$ cat src/rtl/c3rmp_pkg.sv
// Shared types and constants for the 3x3 conv / ReLU / 2x2 max-pool block.
// No dependencies; imported by the output queue and the top level.
package c3rmp_pkg;

    localparam int MAX_HEIGHT = 1024;
    localparam int MIN_DIM    = 3;
    localparam int ROW_W      = 10;
    localparam int CFG_W      = 11;
    localparam int KSEL_W     = 3;
    localparam int TAP_W      = 4;
    localparam int KSIZE      = 3;
    localparam int NUM_TAPS   = 9;
    localparam int WEIGHT_W   = 16;
    localparam int BIAS_W     = 32;
    localparam int POS_W      = 9;
    localparam int POOLED_W   = 31;

    localparam logic [1:0] ACT_PIXEL  = 2'd0;
    localparam logic [1:0] ACT_WEIGHT = 2'd1;
    localparam logic [1:0] ACT_BIAS   = 2'd2;

    localparam logic CFG_IDX_WIDTH  = 1'b0;
    localparam logic CFG_IDX_HEIGHT = 1'b1;

    typedef struct packed {
        logic [KSEL_W-1:0]   kernel_idx;
        logic [POS_W-1:0]    out_row;
        logic [POS_W-1:0]    out_col;
        logic [POOLED_W-1:0] pooled;
        logic                last_of_group;
        logic                last_of_frame;
    } c3rmp_result_t;

endpackage

$ cat src/rtl/c3rmp_ofifo.sv
// Result queue between the pooling datapath and the output channel.
// Depends on c3rmp_pkg for the result beat type.
module c3rmp_ofifo
    import c3rmp_pkg::*;
#(
    parameter int DEPTH_LOG2 = 4
) (
    input  logic          clk,
    input  logic          rst_n,
    input  logic          push,
    input  c3rmp_result_t push_data,
    input  logic          pop,
    output logic          head_valid,
    output c3rmp_result_t head_data
);

    localparam int DEPTH = 2 ** DEPTH_LOG2;

    c3rmp_result_t             mem_reg [DEPTH];
    logic [DEPTH_LOG2-1:0]     wr_ptr_reg;
    logic [DEPTH_LOG2-1:0]     rd_ptr_reg;
    logic [DEPTH_LOG2:0]       count_reg;
    logic [DEPTH_LOG2:0]       count_next;

    always_comb
    begin
        count_next = count_reg;
        if (push && !pop)
        begin
            count_next = count_reg + 1'b1;
        end
        else if (pop && !push)
        begin
            count_next = count_reg - 1'b1;
        end
    end

    always_ff @(posedge clk)
    begin
        if (push)
        begin
            mem_reg[wr_ptr_reg] <= push_data;
        end
    end

    always_ff @(posedge clk or negedge rst_n)
    begin
        if (!rst_n)
        begin
            wr_ptr_reg <= '0;
            rd_ptr_reg <= '0;
            count_reg  <= '0;
        end
        else
        begin
            if (push)
            begin
                wr_ptr_reg <= wr_ptr_reg + 1'b1;
            end
            if (pop)
            begin
                rd_ptr_reg <= rd_ptr_reg + 1'b1;
            end
            count_reg <= count_next;
        end
    end

    assign head_valid = (count_reg != '0);
    assign head_data  = mem_reg[rd_ptr_reg];

endmodule

$ cat config.mk
export PLATFORM = sky130hd
export DESIGN_NAME = c3rmp_ofifo
export DESIGN_NICKNAME = d
export VERILOG_FILES = /design/src/rtl/c3rmp_pkg.sv /design/src/rtl/c3rmp_ofifo.sv
export SDC_FILE = /design/constraint.sdc
export NUM_CORES = 1
export LEC_CHECK = 0
export BUFFER_PORTS_ARGS = -buffer_cell sky130_fd_sc_hd__buf_2
export CAP_MARGIN = 20
export CORE_MARGIN = 4
export CORE_UTILIZATION = 25
export DETAILED_ROUTE_END_ITERATION = 10
export PLACE_DENSITY_LB_ADDON = 0.05
export SYNTH_ARGS = -nofsm -noshare
export SYNTH_HDL_FRONTEND = slang
export SYNTH_SLANG_ARGS = --single-unit
$ cat constraint.sdc
create_clock -name clk -period 6 [get_ports clk]
set_clock_uncertainty 0.15 [all_clocks]
set_input_delay 1.8 -clock clk [delete_from_list [all_inputs] [get_ports clk]]
set_output_delay 1.8 -clock clk [all_outputs]
set_load 0.005 [all_outputs]
==> impl_metrics.csv <==
group,metric,value,unit
global_routing,track_usage,0.142,
hold_path,min_from,"count_reg[3]$_DFFE_PN0P_",
clock_network,htreeDepth,3,
power_and_ir_drop,peakVddDrop,227,uV
synthesis,syn-num-nets,1473,
clock_network,cts_resized,0,
clock_network,cts_tree,"yes",
timing,layout_setup_ws,1.00,ns
timing,rsz0062_at_grt,"false",
power_and_ir_drop,pwr_density_cell,487,mW/mm^2
critical_path,crit_start,"rd_ptr_reg[1]$_DFFE_PN0P_",
clock_network,numCtsBuffers,106,
place,dp_hpwl,50.8,mm
hold_path,hold_class,"reg2reg",
critical_path,worstSetupEndpointType,"output port",
detailed_routing,drtIter0Drc,1038,
synthesis,seq_area_frac_synth,0.796,
die,start_util,0.252,
synthesis,synth.distinct_cells,28,
detailed_routing,drc,0,
timing,slew_headroom,0.308,
global_routing,grt_max_degree,44,
timing,period_needed,5.00,ns
clock_network,clk_pin_slew,0.06,ns
cells_and_area,finalNetCount,1683,
synthesis,syn_inst,1405,
power_and_ir_drop,internal_power,13.3,mW
cells_and_area,layout-drive-gt1-share,0.330,
timing,period_share,0.833,
die,chipHeight,371,um
outcome,status,"completed",
place,gp_congestion,0.658,
synthesis,yosys.area.top_type_share,0.786,
cells_and_area,instances_no_fill,3458,
synthesis,synth_area,0.0330,sq mm
timing,fmax,0.200,GHz
power_and_ir_drop,leakage,12.5,nW
power_and_ir_drop,comb_power_share,0.282,
detailed_routing,avgViaCountPerCell,4.45,
global_routing,grt_pass1_vias,17038,
synthesis,ys_seq_elements,877,
clock_network,cts_sinks,877,
critical_path,regToRegStartpoint,"wr_ptr_reg[0]$_DFFE_PN0P_",
cells_and_area,largest_reg_flops,864,
global_routing,grt_pass1_wl,136,mm
critical_path,critical_path.top_delay_family,"flip-flops",
synthesis,synth_warnings,0,
global_routing,grt_antenna_before_repair,16,
timing,drv_slew,0,
die,io_pins,113,
place,place_ws,1.61,ns
critical_path,crit_buf_inv,2,
synthesis,async_flop_share,0.0148,
critical_path,crit_chain,"buf_4 -> mux4_2 -> a22oi_1 -> nand2_1 -> buf_2",
die,std_cell_rows,133,
cells_and_area,area_growth,19.8,%
clock_network,cts_setup_buffers,0,
timing,hold_viol,0,
critical_path,slowest_delay,0.93,ns
power_and_ir_drop,clock_power_share,0.322,
detailed_routing,postRouteAntennaNets,0,
critical_path,crit_fanout,40,
die,die_x,371,um
timing,tns,0,ns
flow_run,drv_cap,0,
detailed_routing,dr_total_vias,15385,
die,die-area,0.138,sq mm
critical_path,crit_type,"reg2out",
synthesis,yosysMostFrequentCell,"edfxtp_1",
power_and_ir_drop,p_switching,5.93,mW
clock_network,cts_buffer_depth,3,
clock_network,holdBufCountCts,0,
detailed_routing,drtPass1Iterations,5,
clock_network,cts_root_buffer,"clkbuf_16",
clock_network,clk_latency,0.69,ns
critical_path,worst_ep_arrival_time,3.05,ns
synthesis,syn_avg_cell_area,23.5,sq um
power_and_ir_drop,power_frac_seq,0.396,
place,io_buffers,112,
synthesis,synth.top_cells.by_count,"edfxtp_1, mux4_2, a22oi_1",
critical_path,slowest_stage,"dfrtp_4",
global_routing,grt_overflow,0,
synthesis,synthTopCellsByArea,"edfxtp_1, mux4_2, a22oi_1, dfrtp_1, nand2_1",
synthesis,synth-main-ff-cell,"edfxtp_1",
power_and_ir_drop,p_sw_frac,0.308,
timing,setup_viol,0,
critical_path,crit_path_start_kind,"flop",
detailed_routing,wl_per_cell,28.0,um
place,post-place-cells,3262,
synthesis,synth_edf_count,864,
timing,tightest_slew,1.04,ns
detailed_routing,wirelength,96.8,mm
critical_path,required,4.05,ns
synthesis,yosys.area.top_type,"edfxtp_1",
die,core,0.131,sq mm
[layout make-up]
| cell class | count | area, sq um |
|---|---|---|
| Antenna cell | 2 | 5.00 |
| Inverter | 4 | 15.0 |
| Clock inverter | 62 | 543 |
| Sequential cell | 877 | 26300 |
| Fill cell | 12671 | 91700 |
| Clock buffer | 132 | 2810 |
| Multi-Input combinational cell | 451 | 6470 |
| Timing Repair Buffer | 175 | 1250 |
| Tap cell | 1755 | 2200 |
[power groups by stage]
stage                     clock network [mW]  logic (mW)  registers [mW]
final                                   6.20        5.43            7.64
after global routing                    6.70        5.93            7.69
after CTS                               6.43        5.70            7.65
after detailed placement                   0        5.68            7.77
after global placement                     0        5.70            7.76
after floorplan                            0        3.25            7.60
[placed cells by master (no fill, tap or decap), types with 2 or more instances in the layout]
cell type,count
inv_6,2
a22oi_1,108
o21ai_0,4
nor3_1,4
buf_2,112
nor2_1,3
dfrtp_1,11
dfrtp_4,2
diode_2,2
edfxtp_1,864
nor2b_4,2
and2_4,17
clkbuf_1,23
clkinvlp_4,2
clkinv_4,2
inv_1,4
xnor2_1,6
xor2_1,3
buf_4,46
ha_1,9
mux2_2,2
clkinv_1,24
bufinv_16,8
a21o_1,2
a21oi_1,2
nand2_1,64
clkbuf_16,109
clkinv_2,21
buf_12,17
nand4_1,2
mux4_2,216
[worst min-delay path, delay by kind of cell, from the launching register on]
family             cells  cell delay [ns]
and+or+nand+nor        1             0.05
DFF                    1             0.37
AOI/OAI and AO/OA      1             0.06
[per-stage QoR]
stage               utilization  hold WS (ns)  power (mW)  area (sq um)
CTS                       0.301         0.379        19.8         39600
global placement          0.276         0.361        13.5         36200
detailed placement        0.276         0.361        13.5         36200
global route              0.301         0.425        20.3         39600
floorplan                     -         0.328        10.9         33000
finish                    0.301         0.375        19.3         39600
[kinds of logic (layout without fill, tap and decap cells)]
logic type,Yosys count,in the layout,share of synthesized area
other,0,2,0
DFF,877,877,0.796
and+or+nand+nor,95,95,0.0127
xor gates and xnor gates,9,9,0.00239
AOI/OAI and AO/OA,118,118,0.0264
buffers and inverters,77,373,0.0106
muxes,219,219,0.148
adders and majority gates,10,10,0.00402
[metal layers]
layer / up-vias / routed length, um / global-route usage
li1: 6465 / - / -
met1: 8498 / 44600 / 0.197
met2: 276 / 46500 / 0.228
met3: 134 / 3810 / 0.0266
met4: 12 / 1800 / 0.0372
met5: - / 70 / 0
[path summary, 6_finish.rpt]
check	depth (start not counted)	slack, ns	end
worst min-delay path	2	0.37	count_reg[3]$_DFFE_PN0P_
max in group asynchronous	1	4.55	rd_ptr_reg[0]$_DFFE_PN0P_
worst min register to register	2	0.37	count_reg[3]$_DFFE_PN0P_
worst max register to register	4	3.40	mem_reg[10][41]$_DFFE_PP_
worst max-delay path	5	1.00	head_data[32]
min in group asynchronous	1	0.86	count_reg[0]$_DFFE_PN0P_
Power figures use the tool's default switching activity.
