$ cat config.mk
export PLATFORM = sky130hd
export DESIGN_NAME = c3rmp_ram
export DESIGN_NICKNAME = d
export VERILOG_FILES = /design/src/rtl/c3rmp_ram.sv
export SDC_FILE = /design/constraint.sdc
export NUM_CORES = 1
export LEC_CHECK = 0
export BUFFER_PORTS_ARGS = -buffer_cell sky130_fd_sc_hd__buf_2
export CORE_AREA = 2 2 394 298
export DETAILED_ROUTE_END_ITERATION = 12
export DIE_AREA = 0 0 396 300
export GPL_TIMING_DRIVEN = 1
export PLACE_DENSITY = 0.49
export SETUP_SLACK_MARGIN = 0.2
export SYNTH_ARGS = -nofsm -noshare
export SYNTH_HDL_FRONTEND = slang
export SYNTH_SLANG_ARGS = --single-unit
export TNS_END_PERCENT = 20
$ cat constraint.sdc
create_clock -name clk -period 2.8 [get_ports clk]
set_clock_uncertainty 0.05 [all_clocks]
set_input_delay 0.28 -clock clk [delete_from_list [all_inputs] [get_ports clk]]
set_output_delay 0.28 -clock clk [all_outputs]
set_load 0.01 [all_outputs]
$ cat src/rtl/c3rmp_ram.sv
// Generic single-write, single-read RAM with a registered read port.
// No dependencies.
module c3rmp_ram #(
    parameter int WIDTH = 16,
    parameter int DEPTH = 64,
    localparam int AW = (DEPTH > 1) ? $clog2(DEPTH) : 1
) (
    input  logic             clk,
    input  logic             wr_en,
    input  logic [AW-1:0]    wr_addr,
    input  logic [WIDTH-1:0] wr_data,
    input  logic [AW-1:0]    rd_addr,
    output logic [WIDTH-1:0] rd_data
);

    logic [WIDTH-1:0] mem_reg [DEPTH];
    logic [WIDTH-1:0] rd_data_reg;

    always_ff @(posedge clk)
    begin
        if (wr_en)
        begin
            mem_reg[wr_addr] <= wr_data;
        end
        rd_data_reg <= mem_reg[rd_addr];
    end

    assign rd_data = rd_data_reg;

endmodule

==> results_dict.tcl, run 1 <==
set metrics [dict create \
    status "finished, final reports clean" \
    grt_pass1_vias 19666 \
    cts_sinks 1040 \
    cpMaxStageDelayCell "mux2i_1" \
    antenna_found_initial 11 \
    worstPathRequired_ns 3.30 \
    numPortBuffers 45 \
    path_max_fanout 1 \
    num_vias 19650 \
    hp-start "wr_data[14]" \
    cts_resized 1 \
    cp_top_family "multiplexers" \
    dr.pass1.iters 5 \
    ctsHoldBuffers 0 \
    synthesis.nets 1859 \
    drt_iter0_markers 2073 \
    dpl.hpwl_mm 70.6 \
    drcViolationCount 0 \
    syn_to_final_growth_pct 16.2 \
    grt_use_total 0.184 \
    synthArstFlopShare 0 \
    synth_edf_count 1024 \
    setup_tns_ns 0 \
    start_util 0.348 \
    reg2reg_from "mem_reg[18][11]" \
    dieArea_sq_um 119000 \
    post-route-period-util 0.923 \
    reg2reg_to "rd_data[11]" \
    die_h_microns 300 \
    maxCapViolCount 0 \
    synth-compound-area-share 0.0241 \
    finalMaxSlewViolations 0 \
    synth.area.mux_share 0.155 \
    clk_latency_ns 0.70 \
    cts_setup_buffers 0 \
    synth_cell_type_count 43 \
    yosys.area_share.simple 0.0265 \
    yosysMostFrequentCell "edfxtp_1" \
    crit_chain "mux4_2 -> mux2i_1 -> a22oi_1 -> a31oi_2 -> buf_4 -> a311oi_1" \
    drive_gt1_frac 0.301 \
    critPathMaxStageDelay_ns 0.50 \
    clk_pin_slew_ns 0.06 \
    cellPowerDensity_nw_per_um2 697 \
    clock_tree.buffer_depth 3 \
    wl_mm 109 \
    hold_class "input port to flop" \
    p_leak_nw 14.8 \
    min_path_cells 2 \
    nets 2103 \
    syn_inst 1829 \
    max_freq_ghz 0.387 \
    max_slew_margin 0.141 \
    synth-seq-cells 1040 \
    rsz0062_at_grt "false" \
    synth_top_family_by_area "multiplexers" \
    fin_util 0.405 \
    yosysWarnings 0 \
    drt-wirelength-per-cell_microns 29.6 \
    crit_type "flop to flop" \
    ios 46 \
    syn_avg_cell_area_sq_um 21.9 \
    fp.dieW_microns 396 \
    hold_viol_final 0 \
    place.gp.congestion 0.865 \
    synth_area_leader_cell "edfxtp_1" \
    grt_pass1_wl_mm 153 \
    globalRoute.totalOverflow 0 \
    layout_min_cycle_time_ns 2.58 \
    synthXorXnorAreaFrac 0 \
    crit_buf_inv 1 \
    ant_nets 0 \
    ctsHtreeMaxLevel 3 \
    numCtsBuffers 102 \
    ir_drop_mv 0.470 \
    cts_tree "yes" \
    synth_commonest_cells "edfxtp_1, mux4_2, mux2i_1" \
    whs_endpoint "mem_reg[26][14]" \
    cp-start-kind "flop" \
    yosysSeqAreaShare 0.776 \
    ff2ff_setup_slack_ns 0.22 \
    largest_reg_flops 1024 \
    synth_fa_ha_area_frac 0 \
    worst_setup_path_end_kind "flop" \
    arrival_ns 3.08 \
    r2r_cells 6 \
    core_area_sq_um 115000 \
    synthesis.area_sq_um 40000 \
    vias_per_cell 5.31 \
    clockRootBuffer "clkbuf_16" \
    grt_max_degree 69 \
    finalSetupViolCount 0 \
    fp-row-count 108 \
    ys.flop_type "edfxtp_1" \
    tightest_slew_ns 1.29 \
    synth_top_area_share 0.768 \
    synthTopCellsByArea "edfxtp_1, mux4_2, mux2i_1, dfxtp_1, mux2_2" \
]
## cells by family (layout without fill, tap and decap cells)
group | count (synthesis) | count (layout)
buf+inv | 104 | 432
mux | 336 | 336
other cells | 0 | 2
flops | 1040 | 1040
compound gates | 129 | 129
simple gates | 220 | 220
## placed cells by master (no fill, tap or decap), drive strengths merged, types with 16 or more instances in the layout
cell type     n
dfxtp        16
mux4        224
nor2b        30
a21oi        17
clkbuf      132
a221oi       16
nor2         74
a22oi        39
mux2i        85
buf         244
nand2        60
clkinv       38
mux2         27
nand3        24
edfxtp     1024
## routing by layer
metal / vias up / GRT usage / part of all wire
li1: 8175 / - / -
met1: 10576 / 0.273 / 0.46
met2: 738 / 0.256 / 0.42
met3: 153 / 0.0670 / 0.10
met4: 8 / 0.0483 / 0.024
met5: - / 0 / 0.00039
## where the power goes
group          switching [mW]  internal (mW)
Sequential             0.0821           17.2
Clock                    5.88           7.37
Combinational            1.17          0.681
Total                    7.14           25.3
## stage by stage
step           power, mW  hold slack [ns]  setup slack (ns)  cell area (sq um)  cells
3_3_place_gp        19.5            0.685            -0.331              43300   3509
6_report            32.4           0.0472             0.217              46500   3699
5_1_grt             33.4           0.0293             0.215              46500   3697
4_1_cts             32.7           0.0342             0.222              46500   3697
3_5_place_dp        19.5            0.684            -0.351              43300   3509
2_1_floorplan       18.5            0.329             0.435              40000   1829
## area by class of cell
class,instances,area [sq um]
clock inverters,56,472
diodes,2,5.00
multi-input cells,685,8260
fillers,10016,68500
repair buffers,244,2080
flip-flops and latches,1040,31100
well taps,1540,1930
clock buffers,132,2730
## worst reg2reg max path: cells and delay by family (launching register included)
kind	cells	cell delay, ns
multiplexers	2	0.97
buffers and inverters	1	0.19
AO/OA/AOI/OAI	3	0.88
flip-flops	1	0.36
## worst max path at each step
stage                    startpoint              to  depth (start not counted)
CTS                 mem_reg[18][11]     rd_data[11]                          6
floorplan                wr_addr[3]  mem_reg[48][0]                          4
detailed placement       rd_addr[0]     rd_data[11]                          8
global placement         rd_addr[0]     rd_data[11]                          8
finish              mem_reg[18][11]     rd_data[11]                          6
global route        mem_reg[18][11]     rd_data[11]                          6
Note: power is estimated with default switching activity, not from simulation.
==> run 2: changes to the inputs <==
--- a/config.mk
+++ b/config.mk
@@ -5,7 +5,7 @@
 export SDC_FILE = /design/constraint.sdc
 export NUM_CORES = 1
 export LEC_CHECK = 0
-export BUFFER_PORTS_ARGS = -buffer_cell sky130_fd_sc_hd__buf_2
+export BUFFER_PORTS_ARGS = -buffer_cell sky130_fd_sc_hd__clkbuf_2
 export CORE_AREA = 2 2 394 298
 export DETAILED_ROUTE_END_ITERATION = 12
 export DIE_AREA = 0 0 396 300
==> run 2 against run 1 <==
  * Setup slack gained 0.36 ns
  * Core utilization grew 0.070 points
  * Highest routed layer unchanged
  * Register-to-register slack gained 0.36 ns
  * Sequential power is essentially flat
  * Combinational power is essentially flat
  * Critical endpoint is now rd_data[3]
  * Clock power grew 3%
  * First-iteration DRC count grew 9.0%
  * Via count shrank 0.44%
  * Final cell count grew 0.22%
==> results_dict.tcl, run 2 (synthesis gave the netlist of run 1 again) <==
set metrics [dict create \
    tightest_slew_ns 1.15 \
    cts_setup_buffers 0 \
    max_slew_margin 0.231 \
    ir_drop_mv 0.423 \
    n_fill_cell 10142 \
    wl_mm 108 \
    max_freq_ghz 0.449 \
    ctsHoldBuffers 0 \
    finalSetupViolCount 0 \
    cts_tree "yes" \
    fp.dieW_microns 396 \
    worstPathRequired_ns 3.34 \
    multi_input_area_sq_um 8250 \
    grt_max_degree 65 \
    cts_sinks 1040 \
    grt_pass1_vias 19845 \
    antenna_found_initial 15 \
    clock_tree.buffer_depth 3 \
    globalRoute.totalOverflow 0 \
    largest_reg_flops 1024 \
    path_max_fanout 1 \
    post-route-period-util 0.795 \
    finalMaxSlewViolations 0 \
    syn_to_final_growth_pct 16.4 \
    vias_per_cell 5.28 \
    numPortBuffers 45 \
    stdcell_area_sq_um 46600 \
    dpl_cell_area_sq_um 43300 \
    drt-wirelength-per-cell_microns 29.2 \
    cp-start-kind "flop" \
    grt_use_total 0.183 \
    final_cell_mix "edfxtp_1, mux4_2, buf_4" \
    dpl.hpwl_mm 69.8 \
    drt_iter0_markers 2259 \
    place.gp.congestion 0.829 \
    start_util 0.348 \
    dr.pass1.iters 6 \
    p_leak_nw 14.9 \
    regArea_sq_um 31100 \
    hold_viol_final 0 \
    clk_latency_ns 0.71 \
    fp-row-count 108 \
    crit_type "flop to flop" \
    ant_nets 0 \
    maxCapViolCount 0 \
    hold_class "input port to flop" \
    drive_gt1_frac 0.299 \
    numCtsBuffers 103 \
    grt_pass1_wl_mm 153 \
    fin_util 0.405 \
    dp_slack_ns -0.0966 \
    die_h_microns 300 \
    rsz0062_at_grt "false" \
    worst_setup_path_end_kind "flop" \
    cts_resized 0 \
    finalWorstSetupSlack_ns 0.575 \
    clockRootBuffer "clkbuf_16" \
    layout_commonest_cell "edfxtp_1" \
    arrival_ns 2.76 \
    ctsHtreeMaxLevel 3 \
    dieArea_sq_um 119000 \
    drcViolationCount 0 \
    core_area_sq_um 115000 \
    status "finished, final reports clean" \
    layout_min_cycle_time_ns 2.23 \
    clk_pin_slew_ns 0.06 \
    report.power.total_mw 32.9 \
    ios 46 \
    nets 2107 \
    cellPowerDensity_nw_per_um2 706 \
    num_vias 19564 \
]
-- run 2: cell types whose count changed in the layout (fill, tap and decap cells not counted), moves of 3 or more --
cell        change
clkbuf_1        -3
clkbuf_2       +42
clkinvlp_4      -3
clkinv_1       +10
buf_12          -6
bufinv_16       +5
clkinv_2        -6
clkinv_8        +3
buf_4           +9
buf_2          -42
-- run 2: power breakdown --
group	internal [mW]	leakage [nW]	switching, mW	total, mW
clock network	7.86	1.62	5.89	13.7
logic	0.685	3.90	1.15	1.84
registers	17.2	9.35	0.0887	17.3
total	25.8	14.9	7.12	32.9
-- run 2: cell type report --
class	count	area share
flip-flops and latches	1040	0.666
clock buffers	130	0.0588
well taps	1540	0.0413
clock inverters	61	0.0128
repair buffers	247	0.0436
diodes	4	0.000215
multi-input cells	685	0.177
-- run 2: worst paths after layout --
check	startpoint	endpoint	slack, ns	cells past startpoint
worst min-delay path	wr_data[7]	mem_reg[22][7]	0.04	2
worst max-delay path	mem_reg[23][3]	rd_data[3]	0.57	7
worst min register to register	mem_reg[56][2]	rd_data[2]	0.86	5
worst max register to register	mem_reg[23][3]	rd_data[3]	0.57	7
-- run 2: critical path, cell delays in order (launching register included) --
cell and delay (ns):
edfxtp_1 0.32, mux4_2 0.23, mux2i_1 0.09, buf_4 0.15
a22oi_1 0.56, a31oi_1 0.19, buf_4 0.21, a311oi_1 0.29
-- run 2: metal layers --
layer | GRT usage | vias to the layer above | routed length, microns
met4 | 0.0409 | 6 | 2270
met2 | 0.257 | 664 | 46100
li1 | - | 8197 | -
met3 | 0.0583 | 137 | 9860
met5 | 0 | - | 32
met1 | 0.277 | 10560 | 50200
-- run 2: stage by stage --
step,hold slack (ns),setup TNS (ns),std cells
floorplan,0.329,0,1829
global placement,0.660,-0.247,3512
detailed placement,0.659,-0.225,3512
CTS,0.0122,0,3703
global route,0.0212,0,3703
finish,0.0443,0,3707
